### src/sv/spq_pkg.sv
// Shared types and constants for the stable priority queue.
package spq_pkg;

    // Default number of queue slots
    localparam int CAPACITY_DEF = 16;

    // Fixed field widths
    localparam int VAL_W       = 32;
    localparam int CNT_OUT_W   = 5;

    // Command codes
    localparam logic CMD_INSERT = 1'b0;
    localparam logic CMD_REMOVE = 1'b1;

    // One command transfer
    typedef struct packed {
        logic                    cmd;
        logic signed [VAL_W-1:0] item_value;
        logic signed [VAL_W-1:0] item_priority;
    } t_in_item;

    // One result transfer
    typedef struct packed {
        logic                    ok;
        logic signed [VAL_W-1:0] head_value;
        logic [CNT_OUT_W-1:0]    entry_count;
        logic                    is_empty;
    } t_out_item;

    // Controller to datapath commands
    typedef struct packed {
        logic load;   // capture the accepted command
        logic exec;   // apply it to the slots and register the result
    } t_ctrl_cmd;

endpackage

### src/sv/stable_priority_queue_top.sv
// Top level of the stable priority queue: controller plus slot datapath.
//
// Usage:
//   Command channel (i_in_valid / o_in_ready / i_in_data): cmd = insert
//   places item_value after every stored entry of greater or equal
//   priority, so equal priorities leave in arrival order; cmd = remove
//   drops the head entry. An insert into a full queue or a remove from an
//   empty queue fails with ok = 0 and leaves the queue unchanged.
//   Result channel (o_out_valid / i_out_ready / o_out_data): exactly one
//   result per command: ok, head value after the operation (0 when empty),
//   entry count and empty flag.
//   A result is valid at the end of the execute cycle that follows its
//   command transfer.
//   A new command is taken only after the capture and the single execute
//   step of the last one, in which all slots compare and shift in
//   parallel.
//   The result register holds while the receiver stalls; the next command
//   is taken once the pending result transfers (in the same cycle).
//   Reset (synchronous, active low) empties the queue; slot contents are
//   not cleared and are never read before being written.
module stable_priority_queue_top #(
    parameter int CAPACITY = spq_pkg::CAPACITY_DEF
) (
    input  logic               i_clk,
    input  logic               i_rst_n,
    input  logic               i_in_valid,
    output logic               o_in_ready,
    input  spq_pkg::t_in_item  i_in_data,
    output logic               o_out_valid,
    input  logic               i_out_ready,
    output spq_pkg::t_out_item o_out_data
);
    import spq_pkg::*;

    t_ctrl_cmd ctrl_cmd;

    // Handshake sequencing
    spq_ctrl u_ctrl (
        .i_clk       (i_clk),
        .i_rst_n     (i_rst_n),
        .i_in_valid  (i_in_valid),
        .o_in_ready  (o_in_ready),
        .o_out_valid (o_out_valid),
        .i_out_ready (i_out_ready),
        .o_cmd       (ctrl_cmd)
    );

    // Slot chain and result
    spq_datapath #(
        .CAPACITY (CAPACITY)
    ) u_datapath (
        .i_clk      (i_clk),
        .i_rst_n    (i_rst_n),
        .i_cmd      (ctrl_cmd),
        .i_in_data  (i_in_data),
        .o_out_data (o_out_data)
    );

endmodule

### src/sv/spq_ctrl.sv
// Handshake controller for the stable priority queue.
module spq_ctrl (
    input  logic              i_clk,
    input  logic              i_rst_n,
    input  logic              i_in_valid,
    output logic              o_in_ready,
    output logic              o_out_valid,
    input  logic              i_out_ready,
    output spq_pkg::t_ctrl_cmd o_cmd
);
    import spq_pkg::*;

    localparam logic S_IDLE = 1'b0;
    localparam logic S_EXEC = 1'b1;

    logic r_state, n_state;
    logic r_out_valid, n_out_valid;
    logic in_xfer;

    // Accept only when idle and the result register is free or draining
    assign o_in_ready  = (r_state == S_IDLE) && (!r_out_valid || i_out_ready);
    assign in_xfer     = i_in_valid && o_in_ready;
    assign o_out_valid = r_out_valid;

    // Next state and commands
    always_comb begin
        n_state     = r_state;
        n_out_valid = r_out_valid;
        o_cmd       = '0;
        unique case (r_state)
            S_IDLE: begin
                if (r_out_valid && i_out_ready) begin
                    n_out_valid = 1'b0;
                end
                if (in_xfer) begin
                    o_cmd.load = 1'b1;
                    n_state    = S_EXEC;
                end
            end
            S_EXEC: begin
                o_cmd.exec  = 1'b1;
                n_out_valid = 1'b1;
                n_state     = S_IDLE;
            end
            default: begin
                n_state = S_IDLE;
            end
        endcase
    end

    always_ff @(posedge i_clk) begin
        if (!i_rst_n) begin
            r_state     <= S_IDLE;
            r_out_valid <= 1'b0;
        end else begin
            r_state     <= n_state;
            r_out_valid <= n_out_valid;
        end
    end

    // An execute step always leads to a pending result
    a_exec_gives_result: assert property (@(posedge i_clk) disable iff (!i_rst_n)
        (r_state == S_EXEC) |=> (r_out_valid && r_state == S_IDLE))
        else $error("execute step did not raise the result");

    // A result is never overwritten while waiting
    a_no_exec_over_result: assert property (@(posedge i_clk) disable iff (!i_rst_n)
        (r_state == S_EXEC) |-> !r_out_valid)
        else $error("execute step while a result is pending");

endmodule

### src/sv/spq_datapath.sv
// Slot chain, occupancy count and result register of the stable priority queue.
module spq_datapath #(
    parameter int CAPACITY = spq_pkg::CAPACITY_DEF
) (
    input  logic               i_clk,
    input  logic               i_rst_n,
    input  spq_pkg::t_ctrl_cmd i_cmd,
    input  spq_pkg::t_in_item  i_in_data,
    output spq_pkg::t_out_item o_out_data
);
    import spq_pkg::*;

    localparam int CNT_W = $clog2(CAPACITY + 1);

    // Captured command
    t_in_item r_in;

    // Slot chain, head in slot 0
    logic signed [VAL_W-1:0] r_val [CAPACITY];
    logic signed [VAL_W-1:0] r_pri [CAPACITY];
    logic signed [VAL_W-1:0] n_val [CAPACITY];
    logic signed [VAL_W-1:0] n_pri [CAPACITY];

    logic [CNT_W-1:0] r_count, n_count;
    t_out_item        r_res;

    logic [CAPACITY-1:0] ge;      // occupied slot that stays ahead of the new entry
    logic                is_full;
    logic                is_remove;
    logic                op_ok;
    logic [CNT_W+CNT_OUT_W-1:0] cnt_ext;

    assign is_full   = (r_count == CNT_W'(CAPACITY));
    assign is_remove = (r_in.cmd == CMD_REMOVE);
    assign op_ok     = is_remove ? (r_count != '0) : !is_full;

    // Per-slot compare and shift select
    for (genvar g = 0; g < CAPACITY; g++) begin : g_slot
        logic signed [VAL_W-1:0] ins_val, ins_pri, rem_val, rem_pri;

        assign ge[g] = (CNT_W'(g) < r_count) && (r_pri[g] >= r_in.item_priority);

        if (g == 0) begin : g_head
            assign ins_val = ge[g] ? r_val[g] : r_in.item_value;
            assign ins_pri = ge[g] ? r_pri[g] : r_in.item_priority;
        end else begin : g_body
            assign ins_val = ge[g]   ? r_val[g] :
                             ge[g-1] ? r_in.item_value : r_val[g-1];
            assign ins_pri = ge[g]   ? r_pri[g] :
                             ge[g-1] ? r_in.item_priority : r_pri[g-1];
        end

        if (g == CAPACITY - 1) begin : g_tail
            assign rem_val = r_val[g];
            assign rem_pri = r_pri[g];
        end else begin : g_mid
            assign rem_val = r_val[g+1];
            assign rem_pri = r_pri[g+1];
        end

        assign n_val[g] = is_remove ? rem_val : ins_val;
        assign n_pri[g] = is_remove ? rem_pri : ins_pri;
    end

    // Occupancy after the operation
    always_comb begin
        n_count = r_count;
        if (op_ok) begin
            n_count = is_remove ? r_count - 1'b1 : r_count + 1'b1;
        end
    end

    assign cnt_ext = {{CNT_OUT_W{1'b0}}, n_count};

    // Command capture, slot update and result
    always_ff @(posedge i_clk) begin
        if (i_cmd.load) begin
            r_in <= i_in_data;
        end
        if (i_cmd.exec) begin
            if (op_ok) begin
                for (int k = 0; k < CAPACITY; k++) begin
                    r_val[k] <= n_val[k];
                    r_pri[k] <= n_pri[k];
                end
            end
            r_res.ok          <= op_ok;
            // a failed command leaves the head where it was
            r_res.head_value  <= (n_count == '0) ? '0 : (op_ok ? n_val[0] : r_val[0]);
            r_res.entry_count <= cnt_ext[CNT_OUT_W-1:0];
            r_res.is_empty    <= (n_count == '0);
        end
    end

    always_ff @(posedge i_clk) begin
        if (!i_rst_n) begin
            r_count <= '0;
        end else if (i_cmd.exec) begin
            r_count <= n_count;
        end
    end

    assign o_out_data = r_res;

    // Occupancy stays within the slot count
    a_count_range: assert property (@(posedge i_clk) disable iff (!i_rst_n)
        r_count <= CNT_W'(CAPACITY))
        else $error("occupancy beyond capacity");

    // A successful insert grows the queue by one
    a_insert_grows: assert property (@(posedge i_clk) disable iff (!i_rst_n)
        (i_cmd.exec && !is_remove && !is_full) |=> (r_count == $past(r_count) + 1'b1))
        else $error("insert did not grow the queue");

    // A remove on an empty queue fails and leaves it empty
    a_empty_remove: assert property (@(posedge i_clk) disable iff (!i_rst_n)
        (i_cmd.exec && is_remove && r_count == '0) |=> (r_count == '0 && !r_res.ok))
        else $error("remove on empty queue misbehaved");

    // Result empty flag agrees with the stored occupancy
    a_empty_flag: assert property (@(posedge i_clk) disable iff (!i_rst_n)
        i_cmd.exec |=> (r_res.is_empty == (r_count == '0)))
        else $error("empty flag disagrees with occupancy");

endmodule

### config.mk
export PLATFORM = sky130hd
export DESIGN_NAME = stable_priority_queue_top
export DESIGN_NICKNAME = d
export VERILOG_FILES = /design/src/sv/spq_pkg.sv /design/src/sv/stable_priority_queue_top.sv /design/src/sv/spq_ctrl.sv /design/src/sv/spq_datapath.sv
export SDC_FILE = /design/constraint.sdc
export NUM_CORES = 2
export LEC_CHECK = 0
export BUFFER_PORTS_ARGS = -buffer_cell sky130_fd_sc_hd__buf_2
export CORE_ASPECT_RATIO = 1.25
export CORE_MARGIN = 3
export CORE_UTILIZATION = 25
export DETAILED_ROUTE_END_ITERATION = 12
export GPL_TIMING_DRIVEN = 0
export PLACE_DENSITY = 0.5
export SYNTH_ARGS = -nofsm -noshare
export SYNTH_HDL_FRONTEND = slang
export SYNTH_SLANG_ARGS = --single-unit
### constraint.sdc
create_clock -name i_clk -period 5.75 [get_ports i_clk]
set_input_delay 0.8625 -clock i_clk [delete_from_list [all_inputs] [get_ports i_clk]]
set_output_delay 0.8625 -clock i_clk [all_outputs]
set_load 0.005 [all_outputs]
==> metrics.yaml <==
cts:
  cts_sinks: 1135
  clockBufferDepth: 3
  cts_tree: "built"
  clockRootBuffer: "clkbuf_16"
  clk_latency_ps: 830
  cts_buffers: 138
  path_clk_slew_ps: 60
  ctsHoldBuffers: 0
  cts_max_level: 4
hold_path:
  hold_depth: 1
  hold_end: "u_datapath.r_in[63]$_DFFE_PP_"
  min_path_type: "in2reg"
  min_from: "i_in_data[63]"
final_layout:
  final_area_sq_um: 78700
  layout_commonest_cell: "edfxtp_1"
  multi_input_area_sq_um: 30500
  layout_common_cells: "edfxtp_1, ha_1, a221o_1, nor3b_1, mux2i_1"
  nNetsFinal: 6596
  synthToLayoutAreaGrowth_pct: 18.4
  instances_no_fill: 9642
  drive_gt1_share_pct: 12.9
  fillers: 27300
  fin_util_pct: 29.7
  seq_area_sq_um: 34000
sta:
  hold_viol: 0
  fin_crit_ps: 5790
  rsz0062_at_grt: "no"
  max_freq_ghz: 0.173
  setup_viol: 25
  tns_ps: -741
  maxSlewViolCount: 0
  finalCritPeriodShare_pct: 101
  final.setup_skew_ps: 30.0
  slew_headroom_pct: 0.439
  fin_ws_ps: -44.6
  holdWs_ps: 206
  worst_slew_pin_slew_ps: 1490
run_status:
  outcome: "finished with violations"
  violations: "max-capacitance violations, negative setup slack"
grt:
  grt_max_degree: 47
  grt_pass1_vias: 53900
  grt_use_total_pct: 21.5
  grt_first_pass_wirelength_microns: 421000
  grt_antenna_before_repair: 35
  grt-ovfl-total: 0
placed_design:
  dp_hpwl_microns: 224000
  gp_congestion: 0.966
  placed_cell_area_sq_um: 72800
  dp_slack_ps: -1590
  io_buffers: 109
  placed_cells: 9234
job:
  drv_cap: 1
route:
  top_layer_used: "met5"
  via_per_inst: 5.56
  wl_met1_microns: 119000
  drt_wl_total_microns: 302000
  drt_iter0_drc: 5514
  wl_per_cell_microns: 31.3
  num_vias: 53600
  dr_wl_met2_microns: 138000
  drtAntennaViolNets: 0
  route.detailed.drc: 0
  dr_wl_met3_microns: 19100
  drt_pre_antenna_iters: 6
yosys:
  synthFlopType: "edfxtp_1"
  synth_top_area_share_pct: 51.0
  synth_top_family_by_area: "compound AO/OA/AOI/OAI gates"
  synth_compound_area_share_pct: 16.3
  yosysWarnings: 0
  syn_area_sq_um: 66500
  synth_top_area_cell: "edfxtp_1"
  yosys-top-cells-area: "edfxtp_1, ha_1, a221o_1"
  synth_fp_nets: 6140
  synthXorXnorAreaFrac_pct: 0.0791
  ys_seq_area_share_pct: 51.2
  muxShareOfSynthArea_pct: 7.47
  ys_ff_latch: 1135
  synth_cell_type_count: 68
  synth-simple-area-share_pct: 11.8
  syn-mean-instance-area_sq_um: 12.0
  syn_inst: 5556
  synth-async-reset-ratio_pct: 0
  synth_edf_count: 1128
  synth_fa_ha_area_share_pct: 9.70
worst_setup_path:
  cp_max_fo: 25
  r2r-end: "u_datapath.r_pri[2][17]$_DFFE_PP_"
  end_kind: "flip-flop"
  worstSetupStartpoint: "u_datapath.r_in[9]$_DFFE_PP_"
  worstSetupPathType: "reg2reg"
  r2r_cells: 13
  r2r_slack_ps: -40
  worst_ep_required_time_ps: 6250
  start_kind: "flip-flop"
  r2r-start: "u_datapath.r_in[9]$_DFFE_PP_"
  arrival_ps: 6300
pwr:
  p_leak_nw: 30.0
  p_total_mw: 23.0
  p_int_mw: 16.0
  irDropWorstVdd_mv: 0.348
  switching_share_pct: 30.2
  p_comb_share_pct: 17.7
  clockPowerShare_pct: 38.2
  switchingPower_mw: 6.93
  p_per_area_nw_per_um2: 292
  seq_power_share_pct: 44.1
floorplanning:
  start_util_pct: 25.1
  chipHeight_microns: 582
  rows: 211
  design.die.area_sq_um: 272000
  fp.dieW_microns: 467
  core_area_sq_um: 265000
  pin_count: 110
## cell usage after synthesis (8+ instances only)
library cell / n
nor2b_1: 64
nor3_1: 56
mux2_2: 64
nor4_1: 12
o311ai_0: 36
a221o_1: 479
mux2i_1: 424
a21o_1: 98
o21ai_0: 297
nor3b_1: 446
o221a_2: 64
nor2_1: 189
edfxtp_1: 1128
nand4_1: 75
and3_1: 39
nand2b_1: 73
buf_2: 26
nand2_1: 349
a211o_1: 8
a21oi_1: 283
nand3_1: 38
inv_1: 129
clkbuf_1: 377
o21a_1: 12
buf_1: 58
a31oi_1: 14
o22a_1: 32
a211oi_1: 16
o211ai_1: 20
and2_1: 9
ha_1: 515
and4_1: 18
## routing by layer
metal | GRT usage, % | vias up
met3 | 3.41 | 768
met1 | 26.1 | 27300
met4 | 15.6 | 8
li1 | - | 23000
met2 | 34.5 | 2544
met5 | 0 | -
## layout make-up
| cell class | count | share of cell area, % |
|---|---|---|
| inverter | 131 | 0.768 |
| antenna | 9 | 0.0286 |
| clock buffer | 180 | 4.62 |
| multi-input combinational | 3826 | 38.8 |
| tap | 3514 | 5.59 |
| buffer | 463 | 2.42 |
| sequential | 1135 | 43.2 |
| clock inverter | 67 | 0.806 |
| timing repair buffer | 317 | 3.80 |
## critical path, stage by stage, from the launching register on
cell and delay, ps:
edfxtp_1 670, clkinvlp_4 360, buf_4 280, ha_1 310, a21o_1 170, nand3_1 70, a21oi_1 180, a211oi_2 760
a21o_1 220, a41oi_1 440, clkbuf_2 650, a21oi_4 820, buf_16 240, buf_12 210
## worst max-delay path by stage
stage / slack (ps) / depth (start not counted) / endpoint
floorplan: 600 / 12 / u_datapath.r_pri[5][0]$_DFFE_PP_
global placement: -5620 / 12 / u_datapath.r_pri[1][16]$_DFFE_PP_
detailed placement: -1590 / 13 / u_datapath.r_val[7][26]$_DFFE_PP_
CTS: 10 / 12 / u_datapath.r_val[5][22]$_DFFE_PP_
global route: 10 / 12 / u_datapath.r_val[2][30]$_DFFE_PP_
finish: -40 / 13 / u_datapath.r_pri[2][17]$_DFFE_PP_
## kinds of logic (layout without fill, tap and decap cells)
logic type / Yosys count / count (layout)
AOI/OAI and AO/OA: 1426 / 1426
buffers and inverters: 597 / 1158
xor gates and xnor gates: 6 / 6
muxes: 488 / 488
other: 0 / 9
and+or+nand+nor: 1389 / 1391
adders and majority gates: 515 / 515
DFF: 1135 / 1135
## power by group through the flow
stage	Combinational (mW)	Sequential, mW	Clock, mW
2_1_floorplan	2.20	10.1	0
3_3_place_gp	3.63	10.3	0
3_5_place_dp	3.83	10.3	0
4_1_cts	3.99	10.1	8.89
5_1_grt	4.32	10.2	9.16
6_report	4.06	10.1	8.76
## sequential cells by signal (all words and copies together), names as in the netlist
name,count
u_datapath.r_pri,512
u_datapath.r_val,512
u_datapath.r_count,5
u_ctrl.r_state,1
u_ctrl.o_out_valid,1
u_datapath.is_remove,1
u_datapath.o_out_data,39
u_datapath.r_in,64
## timing repair
item / in CTS / in global routing
pin swaps: 5 / 3
resized for setup: 82 / 29
setup endpoints to repair: 1576 / 393
gates cloned: 1 / 1
setup buffers: 136 / 17
Power figures use the tool's default switching activity.
